## config.mk

```make
export PLATFORM = sky130hd
export DESIGN_NAME = internet_checksum_pseudo_header
export DESIGN_NICKNAME = d
export VERILOG_FILES = /design/src/icph_pkg.sv /design/src/icph_accum.sv /design/src/internet_checksum_pseudo_header.sv
export SDC_FILE = /design/constraint.sdc
export NUM_CORES = 1
export LEC_CHECK = 0
export ABC_AREA = 1
export BUFFER_PORTS_ARGS = -buffer_cell sky130_fd_sc_hd__buf_2
export CORE_MARGIN = 2
export CORE_UTILIZATION = 49
export CTS_CLUSTER_DIAMETER = 100
export CTS_CLUSTER_SIZE = 28
export DETAILED_ROUTE_END_ITERATION = 6
export GPL_TIMING_DRIVEN = 0
export PLACE_DENSITY = 0.67
export RECOVER_POWER = 100
export SYNTH_ARGS = -nofsm -noshare
export SYNTH_HDL_FRONTEND = slang
export SYNTH_SLANG_ARGS = --single-unit
```

## constraint.sdc

```tcl
create_clock -name clk_i -period 8.5 [get_ports clk_i]
set_input_delay 0.85 -clock clk_i [delete_from_list [all_inputs] [get_ports clk_i]]
set_output_delay 0.85 -clock clk_i [all_outputs]
set_load 0.05 [all_outputs]
```

## src/icph_pkg.sv

```systemverilog
`timescale 1ns / 1ps
// ----------------------------------------------------------------------------
// icph_pkg
// Shared types, register codes and a ones-complement fold helper for the
// internet checksum block with IPv4 pseudo header.
// ----------------------------------------------------------------------------
package icph_pkg;

  localparam int unsigned ByteW   = 8;
  localparam int unsigned WordW   = 16;
  localparam int unsigned AddrW   = 32;
  localparam int unsigned CfgW    = 32;
  localparam int unsigned WideW   = 19;

  typedef enum logic [1:0] {
    MODE_RAW    = 2'd0,
    MODE_CSUM   = 2'd1,
    MODE_PSEUDO = 2'd2
  } mode_e;

  typedef enum logic [1:0] {
    CFG_MODE  = 2'd0,
    CFG_SRC   = 2'd1,
    CFG_DST   = 2'd2,
    CFG_PROTO = 2'd3
  } cfg_idx_e;

  typedef struct packed {
    logic             advance;
    logic             present;
    logic             last;
    logic [ByteW-1:0] data;
  } step_t;

  typedef struct packed {
    logic [WordW-1:0] sum;
    logic             overflow;
  } res_t;

  function automatic logic [WordW-1:0] oc_fold(input logic [WideW-1:0] s);
    logic [WordW:0] t;
    logic [WordW:0] r;
    t = {1'b0, s[WordW-1:0]} + {14'd0, s[WideW-1:WordW]};
    r = {1'b0, t[WordW-1:0]} + {16'd0, t[WordW]};
    return r[WordW-1:0];
  endfunction

endpackage

```

## src/icph_accum.sv

```systemverilog
`timescale 1ns / 1ps
// ----------------------------------------------------------------------------
// icph_accum
// Message state: pairs bytes into big-endian words, keeps the end-around
// carry sum and byte count, and forms the final sum on the last request.
// ----------------------------------------------------------------------------
module icph_accum (
  input  logic                           clk_i,
  input  logic                           rst_ni,
  input  icph_pkg::step_t                step_i,
  input  logic                           pseudo_en_i,
  input  logic [icph_pkg::WordW-1:0]     ph_sum_i,
  output icph_pkg::res_t                 res_o
);

  logic [icph_pkg::WordW-1:0] sum_q, sum_d;
  logic [icph_pkg::ByteW-1:0] held_q, held_d;
  logic                       odd_q, odd_d;
  logic [icph_pkg::WordW-1:0] cnt_q, cnt_d;
  logic                       ovf_q, ovf_d;

  logic [icph_pkg::WordW-1:0] word;
  logic [icph_pkg::WordW-1:0] cnt_next;
  logic                       ovf_next;
  logic [icph_pkg::WordW-1:0] ph_term;
  logic [icph_pkg::WordW-1:0] cnt_term;
  logic [icph_pkg::WideW-1:0] pair_wide;
  logic [icph_pkg::WideW-1:0] final_wide;

  always_comb begin
    if (odd_q) begin
      word = {held_q, step_i.present ? step_i.data : 8'd0};
    end else if (step_i.present) begin
      word = {step_i.data, 8'd0};
    end else begin
      word = '0;
    end
    cnt_next  = cnt_q + {15'd0, step_i.present};
    ovf_next  = ovf_q | (step_i.present & (cnt_q == 16'hFFFF));
    ph_term   = pseudo_en_i ? ph_sum_i : '0;
    cnt_term  = pseudo_en_i ? cnt_next : '0;
    pair_wide = {3'd0, sum_q} + {3'd0, word};
    final_wide = {3'd0, sum_q} + {3'd0, word} + {3'd0, ph_term} + {3'd0, cnt_term};
    res_o.sum      = icph_pkg::oc_fold(final_wide);
    res_o.overflow = ovf_next;

    sum_d  = sum_q;
    held_d = held_q;
    odd_d  = odd_q;
    cnt_d  = cnt_q;
    ovf_d  = ovf_q;
    if (step_i.advance) begin
      if (step_i.last) begin
        sum_d  = '0;
        held_d = '0;
        odd_d  = 1'b0;
        cnt_d  = '0;
        ovf_d  = 1'b0;
      end else begin
        cnt_d = cnt_next;
        ovf_d = ovf_next;
        if (step_i.present) begin
          if (odd_q) begin
            sum_d  = icph_pkg::oc_fold(pair_wide);
            held_d = '0;
            odd_d  = 1'b0;
          end else begin
            held_d = step_i.data;
            odd_d  = 1'b1;
          end
        end
      end
    end
  end

  always_ff @(posedge clk_i or negedge rst_ni) begin
    if (!rst_ni) begin
      sum_q  <= '0;
      held_q <= '0;
      odd_q  <= 1'b0;
      cnt_q  <= '0;
      ovf_q  <= 1'b0;
    end else begin
      sum_q  <= sum_d;
      held_q <= held_d;
      odd_q  <= odd_d;
      cnt_q  <= cnt_d;
      ovf_q  <= ovf_d;
    end
  end

endmodule

```

## src/internet_checksum_pseudo_header.sv

```systemverilog
`timescale 1ns / 1ps
// ----------------------------------------------------------------------------
// internet_checksum_pseudo_header
// Ones-complement internet checksum over a byte stream, with optional
// IPv4 pseudo header.
// ----------------------------------------------------------------------------
// Usage:
//   Input channel (data_valid_i / data_ready_o) carries one message byte per
//   request with byte_present_i and is_last_i. A request with is_last_i high
//   closes the message and yields one result on the output channel
//   (result_valid_o / result_ready_i); other requests yield none.
//   Throughput is one request per cycle unless a last request waits for the
//   result register. A last request held in the input register feeds the
//   accumulator adder, which loads the result register once it is free.
//   When the receiver stalls, the result register holds; non-last requests
//   keep flowing, and a further last request waits in the input register,
//   which then drops data_ready_o until the result is taken.
//   Configuration (cfg_we_i, cfg_idx_i, cfg_data_i) is to be written by the user
//   while idle; the block does not enforce it. Reset clears the message state,
//   empties both registers and sets complemented checksum mode, zero addresses and protocol.
// ----------------------------------------------------------------------------
module internet_checksum_pseudo_header (
  input  logic                          clk_i,
  input  logic                          rst_ni,
  input  logic                          cfg_we_i,
  input  logic [1:0]                    cfg_idx_i,
  input  logic [icph_pkg::CfgW-1:0]     cfg_data_i,
  input  logic                          data_valid_i,
  output logic                          data_ready_o,
  input  logic [icph_pkg::ByteW-1:0]    data_byte_i,
  input  logic                          byte_present_i,
  input  logic                          is_last_i,
  output logic                          result_valid_o,
  input  logic                          result_ready_i,
  output logic [icph_pkg::WordW-1:0]    checksum_value_o,
  output logic                          is_valid_o,
  output logic                          length_overflow_o
);

  logic [1:0]                 mode_q;
  logic [icph_pkg::AddrW-1:0] src_q;
  logic [icph_pkg::AddrW-1:0] dst_q;
  logic [icph_pkg::ByteW-1:0] proto_q;
  logic [icph_pkg::WordW-1:0] ph_q, ph_d;

  logic                       in_vld_q;
  logic [icph_pkg::ByteW-1:0] in_byte_q;
  logic                       in_present_q;
  logic                       in_last_q;

  logic                       out_vld_q;
  logic [icph_pkg::WordW-1:0] out_sum_q;
  logic                       out_valid_q;
  logic                       out_ovf_q;

  logic                       out_free;
  logic                       in_fire;
  logic                       in_take;
  logic                       out_load;
  logic [icph_pkg::WordW-1:0] csum;
  icph_pkg::step_t            step;
  icph_pkg::res_t             res;

  assign out_free     = !out_vld_q || result_ready_i;
  assign in_fire      = in_vld_q && (!in_last_q || out_free);
  assign data_ready_o = !in_vld_q || in_fire;
  assign in_take      = data_valid_i && data_ready_o;
  assign out_load     = in_fire && in_last_q;

  assign step.advance = in_fire;
  assign step.present = in_present_q;
  assign step.last    = in_last_q;
  assign step.data    = in_byte_q;

  assign ph_d = icph_pkg::oc_fold({3'd0, src_q[31:16]} + {3'd0, src_q[15:0]}
                                + {3'd0, dst_q[31:16]} + {3'd0, dst_q[15:0]}
                                + {11'd0, proto_q});

  assign csum = ~res.sum;

  icph_accum u_accum (
    .clk_i       (clk_i),
    .rst_ni      (rst_ni),
    .step_i      (step),
    .pseudo_en_i (mode_q == icph_pkg::MODE_PSEUDO),
    .ph_sum_i    (ph_q),
    .res_o       (res)
  );

  always_ff @(posedge clk_i or negedge rst_ni) begin
    if (!rst_ni) begin
      mode_q  <= icph_pkg::MODE_CSUM;
      src_q   <= '0;
      dst_q   <= '0;
      proto_q <= '0;
      ph_q    <= '0;
    end else begin
      ph_q <= ph_d;
      if (cfg_we_i) begin
        unique case (icph_pkg::cfg_idx_e'(cfg_idx_i))
          icph_pkg::CFG_MODE:  mode_q  <= cfg_data_i[1:0];
          icph_pkg::CFG_SRC:   src_q   <= cfg_data_i;
          icph_pkg::CFG_DST:   dst_q   <= cfg_data_i;
          icph_pkg::CFG_PROTO: proto_q <= cfg_data_i[7:0];
          default: ;
        endcase
      end
    end
  end

  always_ff @(posedge clk_i or negedge rst_ni) begin
    if (!rst_ni) begin
      in_vld_q  <= 1'b0;
      out_vld_q <= 1'b0;
    end else begin
      if (data_ready_o) begin
        in_vld_q <= data_valid_i;
      end
      if (out_load) begin
        out_vld_q <= 1'b1;
      end else if (result_ready_i) begin
        out_vld_q <= 1'b0;
      end
    end
  end

  always_ff @(posedge clk_i) begin
    if (in_take) begin
      in_byte_q    <= data_byte_i;
      in_present_q <= byte_present_i;
      in_last_q    <= is_last_i;
    end
    if (out_load) begin
      out_sum_q   <= (mode_q == icph_pkg::MODE_RAW) ? res.sum : csum;
      out_valid_q <= (csum == '0);
      out_ovf_q   <= res.overflow;
    end
  end

  assign result_valid_o    = out_vld_q;
  assign checksum_value_o  = out_sum_q;
  assign is_valid_o        = out_valid_q;
  assign length_overflow_o = out_ovf_q;

endmodule
```

== Yosys cells after proc, flatten, opt, wreduce, memory -nomap -nowiden ==
Cells that the tools add are included.

* Flip-flop bits (word level): 162
* Word-level logic and storage cells: 80
* Output and inout bits: 20
* Input port bits: 49

* Mux-type cells: 19
* $add $sub $neg: 14
* Eq/ne operators: 5
* Reductions and logical operators: 21
* Bitwise operators: 3

{| class="wikitable"
|+ Operators by type and width
! cell !! number
|-
| $mux 16 || 9
|-
| $add 16x1->16 || 4
|-
| $add 16x3->17 || 3
|-
| $add 19x16->19 || 2
|-
| $add 16x16->17 || 2
|-
| $mux 8 || 4
|-
| $add 18x16->19 || 1
|-
| $add 19x8->19 || 1
|-
| $add 17x16->18 || 1
|-
| $eq 16x16->1 const B || 1
|-
| $logic_not 16->1 || 1
|-
| $not 16->16 || 1
|-
| $reduce_and 2->1 || 5
|-
| $eq 2x2->1 const B || 3
|-
| $mux 1 || 6
|-
| $reduce_bool 2->1 || 3
|-
| $logic_not 2->1 || 2
|-
| $logic_and 1x1->1 || 3
|-
| $logic_not 1->1 || 3
|-
| $logic_or 1x1->1 || 3
|-
| $reduce_and 3->1 || 1
|-
| $eq 2x1->1 const B || 1
|-
| $and 1x1->1 || 1
|-
| $or 1x1->1 || 1
|}

== Depth between registers and ports, before layout ==
Gate-level depths: netlist of the first run.

* Depth in word-level cells: 9
* Gate-level depth with buffers: 59
* Depth with buffers taken out: 57

== Cells and area by module ==
From an unflattened synthesis of the first run, not the netlist that was laid out.

* Cell total of the unflattened synthesis: 1887
* Area total of the unflattened synthesis: 13760.7 um^2

{| class="wikitable"
|+ By module, submodules not included
! module !! area an instance (um^2) !! cells an instance !! seq. area each (um^2) !! times used
|-
| internet_checksum_pseudo_header || 7492.2 || 866 || 3144.3 || 1
|-
| icph_accum || 6268.5 || 1021 || 1051.0 || 1
|}

== Worst setup path before layout of the first run ==
OpenSTA, ideal clock, no wires.

* Kind: flip-flop to flip-flop
* From: reg u_accum.odd_q
* To: reg out_sum_q, in the netlist checksum_value_o[15], data pin
* Clock period less this slack: 7.516 ns
* Library setup time: 0.254 ns
* Path buffers: 2
* Data required time: 8.246 ns
* Setup slack: 0.984 ns
* Data arrival time: 7.261 ns
* Cell stages (with the launch flop): 60
* Path through: dfrtp_1 -> clkbuf_1 -> clkinv_1 -> clkbuf_1 -> nor3_1 -> ha_1 -> inv_1 -> fa_1 -> inv_1 -> nand3_1 -> nand2_2 -> nand3_1 -> nand2_1 -> nand2_1 -> nand2_1 -> inv_1 -> fa_1 -> inv_1 -> [... 24 more ...] -> nor2_1 -> inv_1 -> nor2_1 -> inv_1 -> nor2_1 -> nand2_1 -> nor2_1 -> nand2_1 -> nor2_2 -> nand3_1 -> nor2_1 -> nand2_2 -> inv_2 -> nand2_1 -> nand2_1 -> nand2_1 -> nand2_1 -> nand2_1

* Longest elaborated chain between the ends: 8

{| class="wikitable"
|+ RTL lines
! item !! RTL line !! source
|-
| start, declared || icph_accum.sv:18 || <nowiki>logic odd_q, odd_d;</nowiki>
|-
| start signal, assigned || icph_accum.sv:80 || <nowiki>odd_q <= 1'b0;</nowiki>
|-
| start signal, assigned || icph_accum.sv:86 || <nowiki>odd_q <= odd_d;</nowiki>
|-
| $mux 16 * || icph_accum.sv:31 || <nowiki>if (odd_q) begin</nowiki>
|-
| $add 16x16->17 * || icph_accum.sv:43 || <nowiki>final_wide = {3'd0, sum_q} + {3'd0, word} + {3'd0, ph_term} + {3'd0, cnt_term};</nowiki>
|-
| $add 19x16->19 * (2 in a row) || icph_accum.sv:43 ||
|-
| $add 16x3->17 * || icph_pkg.sv:43 || <nowiki>t = {1'b0, s[WordW-1:0]} + {14'd0, s[WideW-1:WordW]};</nowiki>
|-
| $add 16x1->16 * || icph_pkg.sv:44 || <nowiki>r = {1'b0, t[WordW-1:0]} + {16'd0, t[WordW]};</nowiki>
|-
| $not 16->16 || internet_checksum_pseudo_header.sv:79 || <nowiki>assign csum = ~res.sum;</nowiki>
|-
| $mux 16 * || internet_checksum_pseudo_header.sv:134 || <nowiki>out_sum_q <= (mode_q == icph_pkg::MODE_RAW) ? res.sum : csum;</nowiki>
|-
| end signal, assigned || internet_checksum_pseudo_header.sv:134 ||
|-
| end, declared || internet_checksum_pseudo_header.sv:52 || <nowiki>logic [icph_pkg::WordW-1:0] out_sum_q;</nowiki>
|}

Mark *: on every way between the ends. The rest lies on a longest branch, timed or not.
A chain may end at the register's enable or synchronous reset.

== Worst setup path after layout of the first run ==
* From: reg in_present_q
* To: reg out_sum_q, in the netlist checksum_value_o[15], data pin

* Longest elaborated chain between the ends: 9
* Elaborated cells between the ends (all ways): 12
* Classes of those cells: add/sub (6); mux (5); bitwise (1)

{| class="wikitable"
|+ RTL lines
! item !! RTL line !! source
|-
| start, declared || internet_checksum_pseudo_header.sv:48 || <nowiki>logic in_present_q;</nowiki>
|-
| start signal, assigned || internet_checksum_pseudo_header.sv:130 || <nowiki>in_present_q <= byte_present_i;</nowiki>
|-
| $mux 8 / $mux 16 (equally long branches) || icph_accum.sv:32, icph_accum.sv:33 ||
|-
| $mux 16 || icph_accum.sv:31 ||
|-
| $add 16x16->17 || icph_accum.sv:43 ||
|-
| $add 19x16->19 || icph_accum.sv:43 ||
|-
| $add 19x16->19 * || icph_accum.sv:43 ||
|-
| $add 16x3->17 * || icph_pkg.sv:43 ||
|-
| $add 16x1->16 * || icph_pkg.sv:44 ||
|-
| $not 16->16 || internet_checksum_pseudo_header.sv:79 ||
|-
| $mux 16 * || internet_checksum_pseudo_header.sv:134 ||
|}

Marks and branches as above.

==> results of run 1 <==
cells by family (layout without fill, tap and decap cells):
kind of cell	Yosys count	in the layout	synth area share [%]
AO/OA/AOI/OAI	210	210	9.25
AND/OR/NAND/NOR	770	770	26.5
flip-flops	162	162	33.3
XOR/XNOR	64	64	5.02
adder cells (fa/ha/maj)	133	133	16.7
buffers and inverters	307	412	9.19
layout make-up:
cell class                      count  share of cell area [%]
Timing Repair Buffer               75                    2.55
Multi-Input combinational cell   1177                    52.4
Clock inverter                     14                    1.16
Buffer                             24                   0.727
Sequential cell                   162                    29.7
Clock buffer                       18                    3.04
Tap cell                          330                    2.93
Inverter                          281                    7.49
what timing repair did:
item | in CTS | in global routing
pin swaps | 0 | 15
resized for setup | 6 | 61
endpoints found under the hold margin | 0 | 0
endpoints found under the setup margin | 10 | 12
buffers inserted | 1 | 5
sequential cells by signal (all words and copies together) (netlist names):
register,flops
dst_q,32
src_q,32
checksum_value_o,16
ph_q,16
u_accum.cnt_q,16
u_accum.sum_q,16
in_byte_q,8
proto_q,8
u_accum.held_q,8
mode_q,2
in_last_q,1
in_present_q,1
in_vld_q,1
is_valid_o,1
length_overflow_o,1
result_valid_o,1
u_accum.odd_q,1
u_accum.ovf_q,1
metrics by stage:
stage          instances  utilization, %  setup TNS, ns  total power, mW  cell area (µm²)
6_report            2081            56.0              0             5.63            14100
5_1_grt             2081            56.0        -0.0117             6.25            14100
4_1_cts             2076            55.5              0             5.63            14000
3_5_place_dp        2045            53.1          -2.93             4.80            13400
3_3_place_gp        2044            53.0          -2.32             4.71            13300
2_1_floorplan       1646               -              0             4.05            12600
power groups by stage:
stage          clock network [mW]  registers (mW)  logic [mW]
2_1_floorplan                   0            1.16        2.89
3_3_place_gp                    0            1.09        3.62
3_5_place_dp                    0            1.10        3.70
4_1_cts                     0.815            1.09        3.73
5_1_grt                     0.846            1.10        4.30
6_report                    0.807            1.09        3.73
cells in the mapped netlist (14+ instances only):
cell / count / area, µm²
nand4_1: 22 / 138
nor2_2: 17 / 106
o21ai_0: 117 / 586
nand2_1: 450 / 1690
nand3_1: 120 / 601
o22ai_1: 18 / 113
a21oi_1: 37 / 185
xor2_1: 43 / 377
inv_1: 265 / 995
dfrtp_1: 133 / 3330
nor3_1: 14 / 70.1
edfxtp_1: 28 / 841
fa_1: 59 / 1180
nor2_1: 106 / 398
clkbuf_1: 23 / 86.3
ha_1: 74 / 926
routing by layer:
| metal | track usage (%) | share of wire [%] | up-vias |
|---|---|---|---|
| met5 | 0 | 0 | - |
| met3 | 2.22 | 2.3 | 42 |
| met1 | 30.2 | 46 | 4986 |
| met2 | 39.3 | 49 | 166 |
| li1 | - | - | 5422 |
| met4 | 8.05 | 2.5 | 0 |
worst max path at each step:
stage,start,end,cells after the start
after floorplan,u_accum.odd_q,checksum_value_o[15],59
after global placement,u_accum.odd_q,checksum_value_o[15],59
after detailed placement,u_accum.odd_q,checksum_value_o[15],59
after CTS,u_accum.odd_q,checksum_value_o[15],58
after global routing,in_present_q,checksum_value_o[15],58
final,in_present_q,checksum_value_o[15],52
tightest hold or removal path: stages, from the launching register on:
cell     delay, ns
dfrtp_1       0.35
nand2_1       0.05
nand2_1       0.06
==> results by group, run 1 <==
Outcome
  – Outcome: complete, but fails checks
  – Violated checks: capacitance limit, slew limit

Detailed routing
  – Via-per-instance ratio: around 5.1
  – Routed wirelength normalized by instance count: roughly 14 µm
  – Wire length reported by the detailed router: about 29,000 µm
  – Post-detailed-route DRC marker count: 0
  – Residual antenna-violating net count after detailed routing: 0
  – Via count: around 11,000
  – Iteration-0 DRC count of the detailed router: between 500 and 600
  – Detailed-routing iteration count for the pre-antenna-repair pass: 5

Setup path
  – Kind of end point of the critical path: register
  – Kind of critical path: reg -> reg
  – CP Buf/Inv Count: 6
  – Worst endpoint required time: approximately 8.7 ns
  – Setup slack of the most critical reg-to-reg path: roughly 0.8 ns
  – Cell class contributing the biggest share of worst-path delay: simple AND/OR/NAND/NOR gates
  – Worst path arrival time: between 7 and 8 ns
  – Most frequent cell on the critical path: nand2_1
  – Crit path launch type: register
  – Max Fanout on Critical Path: 10
  – Slowest stage delay, CP: roughly 0.54 ns
  – Beginning of the worst register-to-register path: in_present_q
  – Worst r2r dst: checksum_value_o[15]
  – R2r worst-path depth: 52
  – Slowest cell on the critical path: fa_1

Logic synthesis
  – Number of flops mapped to enable cells by yosys: 28
  – Synth unique cells: between 50 and 60
  – Commonest register cell after synthesis: dfrtp_1
  – Post-synthesis cell count: ~1,600
  – Synth async-reset ratio: 82.7%
  – Synthesized Nets: between 1,500 and 2,000
  – Sequential share of the synthesized area: between 30% and 40%
  – Synthesized flop and latch total: ~160
  – Number of warnings issued by yosys: 0
  – Mean area per synthesized cell: 7.65 µm²
  – Netlist area before placement: roughly 13,000 µm²

Timing
  – Final clock period utilization by the worst path: about nine tenths
  – Max-slew violations: ~140
  – Final setup violation count: 0
  – Worst max-slew margin expressed relative to the limit: -141%
  – Final setup slack of the worst path: a little under 0.8 ns
  – Final worst clock skew: 0.0223 ns
  – Maximum clock frequency: roughly 0.13 GHz
  – Fin Hold WS: 0.492 ns
  – Min Clock Period, post-route: ~7.7 ns
  – Tightest Pin Transition: ~3.6 ns
  – Hold Violations, Final: 0

Place
  – Placer's final routability congestion estimate: 0.877
  – Half-perimeter wire length of the detailed placement result: 23,200 µm
  – Worst slack at placement: -0.544 ns
  – IO Port Bufs: between 60 and 70

CTS
  – Number of buffers added by the clock tree synthesis step: 17
  – TritonCTS clock tree: built
  – Clock latency of the later-clocked register in the worst-skew pair: around 0.45 ns
  – Clock sink count: ~160
  – Maximum number of buffers from clock root to sink: 2
  – H-tree depth: 4
  – Clock Pin Slew Worst Setup and Hold Paths: 0.08 ns
  – Clock Tree Root: clkbuf_16
  – Post-cts hold buffer count: 0

Floorplan
  – Std-Cell Rows: 58
  – Y dimension of the die: ~160 µm
  – Initial core utilization: between 40 and 50%
  – Die Outline Area: approximately 27,000 µm²
  – Count of pins on the block boundary: 69
  – Die span in x: 164 µm
  – Total core area: 25,200 µm²

Power and ir drop
  – Pint: between 2 and 3 mW
  – Leakage component of the power: roughly 7.2 nW
  – Switching share of total power: a little over 50%
  – Clock power frac: between 10 and 15%
  – PwrDens: 399 nW/µm²
  – Register share of total power: between 10% and 20%
  – Maximum resistive drop on vdd: 0.000251 V
  – Share of total power in combinational logic: around 66%
  – Net switching power: 2.89 mW

Cells and area
  – Most frequent cells in the layout: 440 x nand2_1, 265 x inv_1, 132 x dfrtp_1
  – Nets@finish: ~1,900
  – Area of the multi-input gates: ~7400 µm²
  – Sequential cell area: ~4200 µm²
  – Share of post-route cells with drive strength above 1: roughly 11%
  – Most common cell after layout, fill and taps aside: nand2_1
  – Area growth from synthesis to layout: 12.1%
  – Number of filler cells placed in the layout: around 2,400
  – Total inserted antenna cells: 0

Global routing
  – Number of antenna violations at the first check in global routing: 0
  – Global-route wire length before repair: slightly below 50,000 µm
  – Total overflow reported by the global router: 0
  – Combined global-route utilization of all metal layers: a little under a quarter
  – Largest net degree at the start of global routing: 70
  – Via count of the first global-routing pass: approximately 10,000

Hold path
  – Worst hold path stage count: 2
  – Worst Hold Endpoint: u_accum.held_q[3]
  – Hold wc startpoint: u_accum.held_q[3]
  – Tightest Hold Check Type: reg -> reg

Job
  – Maxcap violations: 2
(Power assumes the default switching activity.)
==> run 2, diff against run 1 <==
--- a/config.mk
+++ b/config.mk
@@ -15,6 +15,7 @@
 export GPL_TIMING_DRIVEN = 0
 export PLACE_DENSITY = 0.67
 export RECOVER_POWER = 100
+export REMOVE_ABC_BUFFERS = 1
 export SYNTH_ARGS = -nofsm -noshare
 export SYNTH_HDL_FRONTEND = slang
 export SYNTH_SLANG_ARGS = --single-unit
==> run 2 against run 1 <==
- the run still ends with capacitance limit, slew limit left
- final cell count down 0.91%
- final area down 0.49%
- combinational power about the same
- setup slack worse by 0.015 ns
- sequential share of layout area up 0.15 points
- die area unchanged
- largest cell class unchanged
- highest routed layer unchanged
==> results by group, run 2 (synthesis gave the netlist of run 1 again) <==
Outcome
  – Outcome: complete, but fails checks
  – Violated checks: capacitance limit, slew limit

Job
  – Maxcap violations: 4 (+2)

CTS
  – Post-cts hold buffer count: 0 (unchanged)
  – Maximum number of buffers from clock root to sink: 2 (unchanged)
  – Number of buffers added by the clock tree synthesis step: 17 (unchanged)
  – Clock latency of the later-clocked register in the worst-skew pair: 0.44 ns (about the same)
  – H-tree depth: 4 (unchanged)
  – Clock Tree Root: clkbuf_16
  – Clock sink count: 162 (unchanged)
  – Clock Pin Slew Worst Setup and Hold Paths: 0.08 ns (about the same)
  – TritonCTS clock tree: built

Cells and area
  – Number of filler cells placed in the layout: 2,387 (+0.84%)
  – Nets@finish: 1,901 (-0.99%)
  – Area growth from synthesis to layout: 11.5%
  – Total inserted antenna cells: 0 (unchanged)
  – Most common cell after layout, fill and taps aside: nand2_1
  – Share of post-route cells with drive strength above 1: 10.7% (-0.11 points)
  – Most frequent cells in the layout: 444 x nand2_1, 264 x inv_1, 132 x dfrtp_1
  – Non-filler instance count after layout: 2,062 (-0.91%)
  – Largest regs: dst_q x32, src_q x32
  – Final Util: 55.8% (-0.27 points)

Floorplan
  – Y dimension of the die: 164 µm (unchanged)
  – Total core area: 25,200 µm² (unchanged)
  – Die Outline Area: 27,000 µm² (unchanged)
  – Std-Cell Rows: 58 (unchanged)
  – Count of pins on the block boundary: 69 (unchanged)
  – Die span in x: 164 µm (unchanged)
  – Initial core utilization: 50.0% (unchanged)

Timing
  – Final worst clock skew: 0.0183 ns (-0.00400 ns)
  – Maximum clock frequency: 0.129 GHz (-0.19%)
  – Tightest Pin Transition: 4.41 ns (+0.802 ns)
  – Final setup violation count: 0 (unchanged)
  – Final clock period utilization by the worst path: 91.0% (+0.18 points)
  – Final setup slack of the worst path: 0.764 ns (-0.0149 ns)
  – Worst max-slew margin expressed relative to the limit: -194% (-53 points)
  – Hold Violations, Final: 0 (unchanged)
  – Min Clock Period, post-route: 7.74 ns (+0.0149 ns)
  – Max-slew violations: 245 (+79%)
  – Total negative slack for setup checks: 0 ns (unchanged)

Setup path
  – Max Fanout on Critical Path: 10 (unchanged)
  – Beginning of the worst register-to-register path: in_present_q
  – CP Buf/Inv Count: 5 (-1)
  – Slowest cell on the critical path: fa_1
  – Cell class contributing the biggest share of worst-path delay: simple AND/OR/NAND/NOR gates
  – Most frequent cell on the critical path: nand2_1
  – Crit path launch type: register
  – Kind of critical path: reg -> reg
  – Worst endpoint required time: 8.69 ns (-0.02 ns)
  – Kind of end point of the critical path: register
  – Critical path startpoint: in_present_q
  – Slowest stage delay, CP: 0.54 ns (about the same)
  – Worst path arrival time: 7.93 ns (about the same)

Detailed routing
  – Wire length reported by the detailed router: 27,500 µm (-5.4%)
  – Detailed-routing iteration count for the pre-antenna-repair pass: 5 (unchanged)
  – Via count: 10,407 (-2.0%)
  – Iteration-0 DRC count of the detailed router: 467 (-8.8%)
  – Routed wirelength normalized by instance count: 13.3 µm (-4.5%)
  – Post-detailed-route DRC marker count: 0 (unchanged)
  – Residual antenna-violating net count after detailed routing: 0 (unchanged)
  – Via-per-instance ratio: 5.05 (-1.1%)

Global routing
  – Global-route wire length before repair: 47,400 µm (-3.2%)
  – Combined global-route utilization of all metal layers: 21.9% (-0.98 points)
  – Largest net degree at the start of global routing: 85 (+21%)
  – Via count of the first global-routing pass: 10,376 (+0.96%)
  – Total overflow reported by the global router: 0 (unchanged)
  – Number of antenna violations at the first check in global routing: 0 (unchanged)

Power and ir drop
  – Maximum resistive drop on vdd: 0.000275 V (+9.7%)
  – PwrDens: 399 nW/µm² (about the same)
  – Leakage component of the power: 7.15 nW (-0.30%)

Place
  – Placer's final routability congestion estimate: 0.879 (+0.29%)
  – Half-perimeter wire length of the detailed placement result: 21,900 µm (-5.6%)
  – Dpl cells: 2,022 (-1.1%)
  – IO Port Bufs: 68 (unchanged)
  – Worst slack at placement: -0.169 ns (+0.374 ns)

Hold path
  – Tightest Hold Check Type: reg -> reg
  – Hold wc startpoint: u_accum.sum_q[9]
[run 2: cell count changes in the layout (fill, tap and decap cells not counted), moves of 3 or more]
cell / before / now
clkinv_8: 0 / 4
inv_6: 4 / 1
nand2_1: 440 / 444
nand2_2: 23 / 17
inv_8: 3 / 6
nor2_2: 15 / 19
clkbuf_1: 45 / 27
[run 2: cell type report]
class	count	area [µm²]	area share, %
Multi-Input combinational cell	1177	7360	52.4
Sequential cell	162	4200	29.9
Inverter	281	1060	7.53
Clock buffer	17	425	3.03
Tap cell	330	413	2.94
Timing Repair Buffer	80	397	2.83
Clock inverter	15	191	1.36
[run 2: final timing paths]
kind,cells past startpoint,to,slack [ns]
min,2,u_accum.sum_q[9],0.49
min reg2reg,2,u_accum.sum_q[9],0.49
min in group asynchronous,1,src_q[10],1.24
max reg2reg,54,checksum_value_o[14],0.76
max,54,checksum_value_o[14],0.76
max in group asynchronous,2,u_accum.odd_q,1.68
[run 2: report_power, final]
part	switching, mW	internal [mW]
sequential	0.0888	0.998
combinational	2.42	1.29
clock	0.374	0.425
total	2.88	2.71
[run 2: what timing repair did]
| item | in CTS | in global routing |
|---|---|---|
| gates resized for setup | 1 | 50 |
| setup endpoints to repair | 5 | 11 |
| buffers inserted | 1 | 7 |
| pin swaps | 0 | 12 |
| gates cloned | 0 | 0 |
| hold endpoints to repair | 0 | 0 |
[run 2: tightest hold or removal path, cell delays in order, from the launching register on]
cell,delay (ns)
dfrtp_1,0.35
nand2_1,0.05
o21ai_0,0.05
[run 2: per-stage QoR]
| stage | total power [mW] | hold slack (ns) | instance area [µm²] |
|---|---|---|---|
| CTS | 5.60 | 0.345 | 14000 |
| finish | 5.60 | 0.491 | 14000 |
| floorplan | 4.04 | 0.449 | 12500 |
| detailed placement | 4.78 | 0.473 | 13300 |
| global placement | 4.69 | 0.467 | 13200 |
| global route | 6.24 | 0.522 | 14000 |
[run 2: metal layers]
layer | vias to the layer above | wire, µm | global-route usage (%)
li1 | 5378 | - | -
met5 | - | 0 | 0
met2 | 149 | 13800 | 38.5
met4 | 0 | 741 | 8.33
met1 | 4833 | 12300 | 27.6
met3 | 47 | 605 | 2.55
==> run 3, diff against run 2 <==
--- a/config.mk
+++ b/config.mk
@@ -6,7 +6,7 @@
 export NUM_CORES = 1
 export LEC_CHECK = 0
 export ABC_AREA = 1
-export BUFFER_PORTS_ARGS = -buffer_cell sky130_fd_sc_hd__buf_2
+export BUFFER_PORTS_ARGS = -buffer_cell sky130_fd_sc_hd__buf_4
 export CORE_MARGIN = 2
 export CORE_UTILIZATION = 49
 export CTS_CLUSTER_DIAMETER = 100
==> run 3 against run 2 <==
- the flow still finishes with violations (capacitance limit, slew limit)
- clock skew shrank 0.0011 ns
- register-to-register slack lost 0.16 ns
- critical path depth shrank 6
- setup slack lost 0.16 ns
- sequential power is essentially flat
- final cell count grew 0.15%
- non-clock buffer count grew 2
- combinational power is essentially flat
- global-route usage shrank 0.44 points
- highest routed layer unchanged
==> results by group, run 3 (synthesis gave the netlist of run 1 again) <==
Detailed routing
  – Via-per-instance ratio: 5.08 (+0.62%)
  – Detailed-routing iteration count for the pre-antenna-repair pass: 5 (unchanged)
  – Residual antenna-violating net count after detailed routing: 0 (unchanged)
  – Post-detailed-route DRC marker count: 0 (unchanged)
  – Via count: 10,487 (+0.77%)
  – Iteration-0 DRC count of the detailed router: 558 (+19%)
  – Wire length reported by the detailed router: 27,400 µm (-0.40%)
  – Routed wirelength normalized by instance count: 13.3 µm (-0.54%)

Power and ir drop
  – Maximum resistive drop on vdd: 0.000306 V (+11%)
  – PwrDens: 393 nW/µm² (-1.3%)
  – Leakage component of the power: 7.17 nW (+0.34%)

CTS
  – H-tree depth: 4 (unchanged)
  – Clock Tree Root: clkbuf_16
  – Clock sink count: 162 (unchanged)
  – Clock latency of the later-clocked register in the worst-skew pair: 0.44 ns (about the same)
  – TritonCTS clock tree: built
  – Number of buffers added by the clock tree synthesis step: 17 (unchanged)
  – Clock Pin Slew Worst Setup and Hold Paths: 0.08 ns (about the same)
  – Maximum number of buffers from clock root to sink: 2 (unchanged)

Cells and area
  – Total inserted antenna cells: 0 (unchanged)
  – Share of post-route cells with drive strength above 1: 11.4% (+0.67 points)
  – Final Util: 56.2% (+0.48 points)
  – Nets@finish: 1,904 (+0.16%)
  – Most common cell after layout, fill and taps aside: nand2_1
  – Number of filler cells placed in the layout: 2,416 (+1.2%)
  – Area growth from synthesis to layout: 12.5%
  – Largest regs: dst_q x32, src_q x32
  – Most frequent cells in the layout: 441 x nand2_1, 262 x inv_1, 132 x dfrtp_1

Setup path
  – Kind of critical path: reg -> reg
  – Most frequent cell on the critical path: nand2_1
  – Worst path arrival time: 8.09 ns (+0.16 ns)
  – Crit path launch type: register
  – Max Fanout on Critical Path: 5 (-5)
  – Kind of end point of the critical path: register
  – Beginning of the worst register-to-register path: u_accum.odd_q
  – Slowest cell on the critical path: fa_1
  – Worst endpoint required time: 8.69 ns (about the same)
  – Critical path startpoint: u_accum.odd_q
  – Slowest stage delay, CP: 0.55 ns (about the same)

Floorplan
  – Initial core utilization: 50.0% (unchanged)
  – Die span in x: 164 µm (unchanged)
  – Count of pins on the block boundary: 69 (unchanged)
  – Y dimension of the die: 164 µm (unchanged)
  – Total core area: 25,200 µm² (unchanged)
  – Die Outline Area: 27,000 µm² (unchanged)
  – Std-Cell Rows: 58 (unchanged)

Timing
  – Final setup violation count: 0 (unchanged)
  – Min Clock Period, post-route: 7.90 ns (+0.161 ns)
  – Tightest Pin Transition: 4.49 ns (+0.0736 ns)
  – Final worst clock skew: 0.0172 ns (-0.00114 ns)
  – Maximum clock frequency: 0.127 GHz (-2.0%)
  – Max-slew violations: 246 (+0.41%)
  – Worst max-slew margin expressed relative to the limit: -199% (-4.9 points)
  – Final clock period utilization by the worst path: 92.9% (+1.9 points)
  – Hold Violations, Final: 0 (unchanged)
  – Final setup slack of the worst path: 0.603 ns (-0.161 ns)

Outcome
  – Violated checks: capacitance limit, slew limit
  – Outcome: complete, but fails checks

Global routing
  – Via count of the first global-routing pass: 10,082 (-2.8%)
  – Combined global-route utilization of all metal layers: 21.5% (-0.44 points)
  – Number of antenna violations at the first check in global routing: 0 (unchanged)
  – Largest net degree at the start of global routing: 88 (+3.5%)
  – Global-route wire length before repair: 46,600 µm (-1.7%)
  – Total overflow reported by the global router: 0 (unchanged)

Place
  – Worst slack at placement: -0.205 ns (-0.0351 ns)
  – IO Port Bufs: 68 (unchanged)
  – Placer's final routability congestion estimate: 0.858 (-2.4%)
  – Half-perimeter wire length of the detailed placement result: 21,600 µm (-1.1%)

Hold path
  – Tightest Hold Check Type: reg -> reg
  – Hold wc startpoint: u_accum.sum_q[12]

Job
  – Maxcap violations: 4 (unchanged)
## run 3: cell types whose count changed in the layout (fill, tap and decap cells not counted), sizes merged
cell | before | now
inv | 285 | 286
clkbuf | 44 | 54
clkinvlp | 1 | 2
buf | 53 | 45
bufinv | 1 | 0
## run 3: metal layers
layer / vias up / global-route usage [%] / part of all wire [%]
met2: 166 / 38.3 / 50
met3: 42 / 2.70 / 2.7
met4: 0 / 6.54 / 2.3
li1: 5391 / - / -
met5: - / 0 / 0
met1: 4888 / 27.1 / 45
## run 3: area by class of cell
class                   instances  area, µm²  share of cell area (%)
clock inverters                15        160                    1.13
inverters                     281       1060                    7.48
multi-input cells            1177       7380                    52.1
repair buffers                 82        522                    3.68
well taps                     330        413                    2.92
flip-flops and latches        162       4200                    29.6
repair inverters                1       5.00                  0.0353
clock buffers                  17        425                    3.00
## run 3: stage by stage
stage	hold slack [ns]	TNS (ns)	cell area (µm²)	power, mW	instances
CTS	0.345	0	14100	5.58	2055
global route	0.519	-0.139	14200	6.20	2065
detailed placement	0.474	-0.713	13500	4.78	2022
floorplan	0.449	0	12500	4.04	1620
global placement	0.468	-0.264	13400	4.71	2018
finish	0.494	0	14200	5.57	2065
## run 3: final timing paths
path | endpoint | slack, ns | cells past startpoint
worst max-delay path | checksum_value_o[14] | 0.60 | 48
worst min-delay path | u_accum.sum_q[12] | 0.49 | 2
worst max register to register | checksum_value_o[14] | 0.60 | 48
worst min register to register | u_accum.sum_q[12] | 0.49 | 2
max in group asynchronous | u_accum.odd_q | 1.73 | 2
min in group asynchronous | dst_q[11] | 1.19 | 1
## run 3: worst max-delay path: cells and delay by family (launching register included)
family | cells | cell delay, ns
AO/OA/AOI/OAI | 5 | 0.89
XOR/XNOR | 2 | 0.42
adder cells (fa/ha/maj) | 7 | 2.07
buffers and inverters | 4 | 0.43
flip-flops | 1 | 0.47
AND/OR/NAND/NOR | 30 | 3.36
## run 3: what timing repair did
| item | 4_1_cts | 5_1_grt |
|---|---|---|
| gates resized for setup | 2 | 60 |
| cloned | 0 | 1 |
| pin swaps | 0 | 8 |
| hold buffers | 0 | 0 |
| endpoints found under the setup margin | 5 | 11 |
| buffers inserted | 1 | 9 |
## run 3: power breakdown
group          internal (mW)  switching [mW]  total, mW
sequential             0.998          0.0868       1.08
combinational           1.30            2.42       3.72
clock                  0.394           0.371      0.765
